<file path="config.mk">
export PLATFORM = sky130hd
export DESIGN_NAME = mstc_lane
export DESIGN_NICKNAME = d
export VERILOG_FILES = /design/src/hdl/magnetometer_self_test_calibrator_unit_macros.svh /design/src/hdl/mstc_pkg.sv /design/src/hdl/mstc_lane.sv
export SDC_FILE = /design/constraint.sdc
export NUM_CORES = 1
export LEC_CHECK = 0
export BUFFER_PORTS_ARGS = -buffer_cell sky130_fd_sc_hd__buf_2
export CORE_MARGIN = 3
export CORE_UTILIZATION = 55
export CTS_CLUSTER_SIZE = 16
export DETAILED_ROUTE_END_ITERATION = 6
export PLACE_DENSITY = 0.83
export SLEW_MARGIN = 20
export SYNTH_ARGS = -nofsm -noshare
export SYNTH_HDL_FRONTEND = slang
export SYNTH_SLANG_ARGS = --single-unit
</file>
<file path="constraint.sdc">
create_clock -name clk -period 7.3 [get_ports clk]
set_clock_uncertainty 0.2 [all_clocks]
set_input_delay 1.46 -clock clk [delete_from_list [all_inputs] [get_ports clk]]
set_output_delay 1.46 -clock clk [all_outputs]
set_load 0.01 [all_outputs]
</file>
<file path="src/hdl/magnetometer_self_test_calibrator_unit_macros.svh">
// Assertion macros for the magnetometer self-test calibrator.
// Included by the top level; no other dependencies.
`ifndef MAGNETOMETER_SELF_TEST_CALIBRATOR_UNIT_MACROS_SVH
`define MAGNETOMETER_SELF_TEST_CALIBRATOR_UNIT_MACROS_SVH
`ifndef NO_ASSERTIONS
`define MSTC_ASSERT_IMP(lbl, ante, cons) \
    lbl: assert property (@(posedge clk) disable iff (!rst_n) (ante) |-> (cons)) \
    else $error("assertion failed");
`define MSTC_ASSERT_NEXT(lbl, ante, cons) \
    lbl: assert property (@(posedge clk) disable iff (!rst_n) (ante) |=> (cons)) \
    else $error("assertion failed");
`else
`define MSTC_ASSERT_IMP(lbl, ante, cons)
`define MSTC_ASSERT_NEXT(lbl, ante, cons)
`endif
`endif

</file>
<file path="src/hdl/mstc_pkg.sv">
// Package for the magnetometer self-test calibrator: widths, codes, gain table.
// No dependencies.
package mstc_pkg;
    localparam int SampleBitsDefault = 16;
    localparam int TotalBitsDefault  = 34;
    localparam int ScaleW = 20;
    localparam int NumW   = 40;
    localparam logic [ScaleW-1:0] ScaleMax = 20'hFFFFF;

    typedef enum logic [1:0] {
        ACT_START = 2'd0,
        ACT_POS   = 2'd1,
        ACT_NEG   = 2'd2,
        ACT_FINISH = 2'd3
    } action_t;

    typedef enum logic [1:0] {
        ST_OK  = 2'd0,
        ST_BAD = 2'd1,
        ST_SAT = 2'd2,
        ST_RANGE = 2'd3
    } status_t;

    typedef enum logic [2:0] {
        CFG_GAIN = 3'd0,
        CFG_COUNT = 3'd1,
        CFG_LOW = 3'd2,
        CFG_HIGH = 3'd3,
        CFG_XB = 3'd4,
        CFG_YB = 3'd5,
        CFG_ZB = 3'd6
    } cfg_idx_t;

    typedef struct packed {
        logic start;
        logic clear;
    } lane_ctl_t;

    function automatic logic [10:0] gain_cpmg(input logic [2:0] idx);
        logic [10:0] c;
        begin
            case (idx)
                3'd0: c = 11'd1620;
                3'd1: c = 11'd1300;
                3'd2: c = 11'd970;
                3'd3: c = 11'd780;
                3'd4: c = 11'd530;
                3'd5: c = 11'd460;
                3'd6: c = 11'd390;
                3'd7: c = 11'd280;
                default: c = 11'd0;
            endcase
            return c;
        end
    endfunction
endpackage

</file>
<file path="src/hdl/mstc_lane.sv">
// One axis lane: wrapping total, signed truncating divide by n, then
// restoring divide of the numerator by the quotient. Depends on mstc_pkg.
module mstc_lane
    import mstc_pkg::*;
#(
    parameter int TB = TotalBitsDefault
)(
    input  logic clk,
    input  logic rst_n,
    input  logic clear,
    input  logic acc_en,
    input  logic signed [TB-1:0] delta,
    input  lane_ctl_t ctl,
    input  logic [15:0] n,
    input  logic [NumW-1:0] num,
    output logic signed [TB-1:0] total,
    output logic [ScaleW-1:0] scale,
    output logic done
);
    localparam int CW = $clog2(NumW + 1);
    typedef enum logic [3:0] {
        S_IDLE = 4'b0001,
        S_DIV1 = 4'b0010,
        S_DIV2 = 4'b0100,
        S_DONE = 4'b1000
    } lst_t;

    lst_t st_reg, st_next;
    logic signed [TB-1:0] total_reg;
    logic [TB-1:0] quo_reg, quo_next, mag;
    logic [TB:0] rem_reg, rem_next, rtry;
    logic neg_reg;
    logic [NumW-1:0] q2_reg, q2_next;
    logic [NumW:0] r2_reg, r2_next, r2try;
    logic [CW-1:0] cnt_reg, cnt_next;
    logic [TB-1:0] divq;

    assign total = total_reg;
    assign mag = total_reg[TB-1] ? (~total_reg + 1'b1) : total_reg;
    assign divq = neg_reg ? (~quo_reg + 1'b1) : quo_reg;
    assign done = (st_reg == S_DONE);

    always_ff @(posedge clk or negedge rst_n)
    begin
        if (!rst_n)
        begin
            total_reg <= '0;
            st_reg <= S_IDLE;
        end
        else
        begin
            if (clear)
                total_reg <= '0;
            else if (acc_en)
                total_reg <= total_reg + delta;
            st_reg <= st_next;
        end
    end

    always_ff @(posedge clk)
    begin
        quo_reg <= quo_next;
        rem_reg <= rem_next;
        q2_reg <= q2_next;
        r2_reg <= r2_next;
        cnt_reg <= cnt_next;
        if (ctl.start)
            neg_reg <= total_reg[TB-1];
    end

    always_comb
    begin
        st_next = st_reg;
        quo_next = quo_reg;
        rem_next = rem_reg;
        q2_next = q2_reg;
        r2_next = r2_reg;
        cnt_next = cnt_reg;
        rtry = {rem_reg[TB-1:0], quo_reg[TB-1]} - {{(TB-15){1'b0}}, n};
        r2try = {r2_reg[NumW-1:0], q2_reg[NumW-1]} - {{(NumW+1-TB){1'b0}}, divq};
        case (st_reg)
            S_IDLE:
            begin
                if (ctl.start)
                begin
                    st_next = S_DIV1;
                    quo_next = mag;
                    rem_next = '0;
                    cnt_next = CW'(TB);
                end
            end
            S_DIV1:
            begin
                if (!rtry[TB])
                begin
                    rem_next = rtry;
                    quo_next = {quo_reg[TB-2:0], 1'b1};
                end
                else
                begin
                    rem_next = {rem_reg[TB-1:0], quo_reg[TB-1]};
                    quo_next = {quo_reg[TB-2:0], 1'b0};
                end
                cnt_next = cnt_reg - 1'b1;
                if (cnt_reg == CW'(1))
                begin
                    st_next = S_DIV2;
                    q2_next = num;
                    r2_next = '0;
                    cnt_next = CW'(NumW);
                end
            end
            S_DIV2:
            begin
                if (!r2try[NumW])
                begin
                    r2_next = r2try;
                    q2_next = {q2_reg[NumW-2:0], 1'b1};
                end
                else
                begin
                    r2_next = {r2_reg[NumW-1:0], q2_reg[NumW-1]};
                    q2_next = {q2_reg[NumW-2:0], 1'b0};
                end
                cnt_next = cnt_reg - 1'b1;
                if (cnt_reg == CW'(1))
                    st_next = S_DONE;
            end
            S_DONE:
            begin
                if (ctl.clear)
                    st_next = S_IDLE;
            end
            default: st_next = S_IDLE;
        endcase
    end

    always_comb
    begin
        if (neg_reg || quo_reg == '0 || q2_reg > NumW'(ScaleMax))
            scale = ScaleMax;
        else
            scale = q2_reg[ScaleW-1:0];
    end
endmodule

</file>
---- After elaboration in Yosys (flattened, before gate mapping) ----
Cells that the tools add are included.
storage, ports and cells
  flip-flop bits (word level) ............. 193
  bits of input ports ..................... 96
  output and inout bits ................... 55
  word-level logic and storage cells ...... 62
operators by class
  multiplexer cells ....................... 25
  equal/unequal tests ..................... 9
  order comparisons ....................... 1
  bitwise logic cells ..................... 2
  $add $sub $neg .......................... 6
  reductions and logical operators ........ 11
operators by type and width
  cell                                                                     count
  34-bit 2-to-1 mux                                                        7
  40-bit one-hot mux with 2 select lines                                   2
  34-bit one-hot mux with 2 select lines                                   2
  40-bit 2-to-1 mux                                                        3
  34-bit by 1-bit adder with 34-bit output (second input constant)         2
  34-bit NOT                                                               2
  41-bit by 34-bit subtractor with 41-bit output                           1
  40-bit by 20-bit > comparator with 1-bit output (second input constant)  1
  35-bit by 16-bit subtractor with 35-bit output                           1
  34-bit adder                                                             1
  34-bit logical NOT                                                       1
  20-bit 2-to-1 mux                                                        1
  6-bit one-hot mux with 3 select lines                                    1
  4-bit 2-to-1 mux                                                         4
  4-bit one-hot mux with 4 select lines                                    1
  6-bit 2-to-1 mux                                                         2
  2-bit != test (second input constant)                                    4
  6-bit by 1-bit == test with 1-bit output (second input constant)         1
  2-bit AND reduction                                                      3
  2-bit nonzero test                                                       3
  6-bit by 1-bit subtractor with 6-bit output (second input constant)      1
  4-bit by 1-bit == test with 1-bit output (second input constant)         1
  4-bit by 2-bit == test with 1-bit output (second input constant)         1
  4-bit by 3-bit == test with 1-bit output (second input constant)         1
  5 further kinds                                                          7

---- Depth between registers and ports, before layout ----
  word-level depth ........................ 6
  mapped depth ............................ 21
  depth with buffers taken out ............ 20

---- Worst setup path after synthesis ----
Ideal clock, no wire load.
  kind .................................... register to register
  start point ............................. register st_reg[0]
  end point ............................... register q2_reg[0] (enable)
  required time ........................... 6.471 ns
  stages on the path, launching flop included .. 6
  path slack .............................. -0.406 ns
  buffers on the path ..................... 2
  arrival ................................. 6.877 ns
  library setup time ...................... 0.629 ns
  period minus slack after synthesis ...... 7.706 ns
  cells stage by stage .................... dfstp_2 clkbuf_1 nand2b_1 or3_1 clkbuf_1 o21ai_0
on the way
  word-level cells in the longest chain between the ends .. 3
  elaborated cells between the ends (all ways) .. 5
  classes of those cells .................. eq/ne: 3; reduce/logical: 2
RTL lines
  element                                                                                                      RTL line         text
  start, declared                                                                                              mstc_lane.sv:28  lst_t st_reg, st_next;
  start signal, assigned                                                                                       mstc_lane.sv:56  st_reg <= st_next;
  4-bit by 2-bit == test with 1-bit output / 4-bit by 3-bit == test with 1-bit output (equally long branches)  mstc_lane.sv:81  case (st_reg)
  2-bit != test (no line) / 2-bit nonzero test (equally long branches)                                         --
  2-bit AND reduction (no line) (*)                                                                            --
  end signal, assigned                                                                                         mstc_lane.sv:64  q2_reg <= q2_next;
  end, declared                                                                                                mstc_lane.sv:33  logic [NumW-1:0] q2_reg, q2_next;
Every way passes the cells marked *; elsewhere a longest branch is shown, timed or not.
A chain may end at the register's enable or synchronous reset.

---- Worst setup path after layout ----
  start point ............................. register quo_reg[11]
  end point ............................... register r2_reg[24] (data pin)
on the way
  word-level cells in the longest chain between the ends .. 6
RTL lines
  element                                             RTL line          text
  start, declared                                     mstc_lane.sv:30   logic [TB-1:0] quo_reg, quo_next, mag;
  start signal, assigned                              mstc_lane.sv:62   quo_reg <= quo_next;
  34-bit NOT                                          mstc_lane.sv:40   assign divq = neg_reg ? (~quo_reg + 1'b1) : quo_reg;
  34-bit by 1-bit adder with 34-bit output            mstc_lane.sv:40
  34-bit 2-to-1 mux (*)                               mstc_lane.sv:40
  41-bit by 34-bit subtractor with 41-bit output (*)  mstc_lane.sv:80   r2try = {r2_reg[NumW-1:0], q2_reg[NumW-1]} - {{(NumW+1-TB){1'b0}}, divq};
  40-bit 2-to-1 mux (*)                               mstc_lane.sv:115  if (!r2try[NumW])
  40-bit one-hot mux with 2 select lines (*)          mstc_lane.sv:81
  end signal, assigned                                mstc_lane.sv:65   r2_reg <= r2_next;
  end, declared                                       mstc_lane.sv:34   logic [NumW:0] r2_reg, r2_next, r2try;
Marks and branches as above.

==> flow_summary.ini <==
[status]
status = finished, final reports clean

[detailed_routing]
ant_nets = 0
avgViaCountPerCell = 6.10
vias = 13300
post_drt_wl_per_cell_um = 16.8
drc = 0
wl_um = 36600
first_iter_violations = 1139
first_pass_iters = 6

[timing]
rsz0062_at_grt = false
slew_violations = 0
worst_pin_slew_ps = 1100
fin_ws_ps = 1300
fmax_mhz = 167
finalHoldViolations = 0
fin_setup_tns_ps = 0
fin_hold_ws_ps = 332
finalSetupViolCount = 0
slew-limit-headroom = 0.266
fin_crit_ps = 6000
final_min_period_over_clock_period = 0.822

[cells_and_area]
finalNetCount = 2011
nFillCells = 2268
syn2layout_area_growth_pct = 10.0
layout-drive-gt1-share = 0.130
antenna_cells = 0
final_util = 0.617

[floorplan]
die_w_um = 172
dieHeight_um = 172
dieArea_mm2 = 0.0296
initial_core_util = 0.561
floorplan.rows = 60
core-area_mm2 = 0.0270
ios = 151

[cts]
post_cts_resized = 0
clock_path_buffers = 2
htreeDepth = 4
cts_root_buffer = clkbuf_16
cts_hold_repair.buffers = 0
clkTransAtPathRegs_ps = 80
cts_tree = built
postCtsSetupRepairBufs = 0
clock-sinks = 193
clkLatencyLatePin_ps = 440
cts_made_buffers = 17

[pwr]
power.leakage_nw = 6.77
vdd_drop_max_mv = 0.250
p_per_area_mw_per_mm2 = 352

[logic_synthesis]
async_flop_share = 0.197
synth_area_mm2 = 0.0152
synth.area.top_cells = edfxtp_1, ha_1, nand2_1
ys.flop_type = edfxtp_1
synth.distinct_cells = 80
syn_inst = 1731
synth.top_cell.area_share = 0.307
yosys-top-cells-count = nand2_1, edfxtp_1, nor2_1
syn_nets = 1917
synth-seq-cells = 193
synth_edf_count = 155
yosysTopAreaCell = edfxtp_1
synth_area_per_cell_um2 = 8.76
ys_warn_count = 0
ys_seq_area_frac = 0.370
post-synth-top-count-cell = nand2_1

[worst_setup_path]
cp_max_fo = 20
path_cells = or4_4 > nor4_4 > nand3_2 > or3_4 > or3_1 > or2_1 > o21ai_0 > xor2_1 > ha_1 > nand3_1 > nor3_1 > nand3_1 > a211oi_1 > o211a_1 > mux2i_1 > nor2_1
crit_slowest_cell = o211a_1
cp_slowest_stage_delay_ps = 890
crit_type = flop to flop
start_kind = flop
end_kind = flop
cpMostUsedCell = nand3_1
critPathRequiredTime_ps = 7260
cp.arrival_ps = 5960

[placed_design]
place_hpwl_um = 26700
dp_slack_ps = 1480
io_buffer_count = 150
routabilityCongestion = 0.936

[global_routing]
overflow = 0
grt_start_max_net_pins = 81
grt_pass1_wl_um = 60000
grt_antenna_before_repair = 0
track_usage = 0.244
grt_pass1_vias = 12394

[hold_path]
min_path_type = flop to flop

[run]
maxCapViolations = 0
## final cells by class
cell class,count,area (um^2),area share
Tap cell,341,427,0.0256
Clock inverter,15,144,0.00862
Sequential cell,193,5610,0.336
Multi-Input combinational cell,1390,9020,0.541
Timing Repair Buffer,160,826,0.0495
Clock buffer,17,425,0.0255
Inverter,63,236,0.0142
## report_power, final
part	leakage, nW	switching [mW]	internal, mW
Sequential	1.87	0.306	1.53
Clock	0.282	0.463	0.454
Combinational	4.62	1.89	1.23
## logic make-up after synthesis
| kind of cell | synth area share |
|---|---|
| adder cells (fa/ha/maj) | 0.0757 |
| buffers and inverters | 0.0385 |
| multiplexers | 0.0361 |
| XOR/XNOR | 0.0733 |
| flip-flops | 0.370 |
| AO/OA/AOI/OAI | 0.184 |
| AND/OR/NAND/NOR | 0.223 |
## worst paths after layout
kind	from	end	slack (ps)	cells past startpoint
min in group asynchronous	rst_n	total[29]	890	1
hold / removal	q2_reg[2]	q2_reg[3]	330	2
hold reg to reg	q2_reg[2]	q2_reg[3]	330	2
setup reg to reg	quo_reg[11]	r2_reg[24]	1300	16
max in group asynchronous	rst_n	total[9]	5510	1
setup / recovery	quo_reg[11]	r2_reg[24]	1300	16
## through the flow
step / power [mW] / cells / area [um^2]
after floorplan: 4.15 / 1731 / 15200
after CTS: 5.83 / 2179 / 16700
after global placement: 4.78 / 2147 / 16100
final: 5.87 / 2179 / 16700
after detailed placement: 4.88 / 2147 / 16100
after global routing: 6.31 / 2179 / 16700
## worst max-delay path: cells and delay by family, from the launching register on
kind,cells,cell delay (ps)
XOR/XNOR,1,150
adder cells (fa/ha/maj),1,440
multiplexers,1,280
AND/OR/NAND/NOR,10,2740
AO/OA/AOI/OAI,3,1480
flip-flops,1,440
## metal layers
metal	GRT usage	vias up	routed length (um)
li1	-	6531	-
met1	0.352	6201	16600
met2	0.393	512	16800
met3	0.0313	56	2450
met4	0.0614	0	700
met5	0	-	0
## cell usage in the layout (no fill, tap or decap), types with 18 or more instances in the layout
cell type    n
buf_2      150
or3_1       20
dfrtp_1     37
o21ai_0    102
or4_1       24
nand2_1    260
nor2b_1     23
nand3_1     46
nor2_1     139
nand4_1     24
mux2i_1     48
edfxtp_1   155
a21oi_1    100
a31oi_1     23
o31ai_1     18
a211oi_1    18
ha_1        87
inv_1       62
o21a_1      18
a21o_1      41
nor3_1      39
xnor2_1     38
xor2_1      89
nand2b_1    40
(Power assumes the default switching activity.)
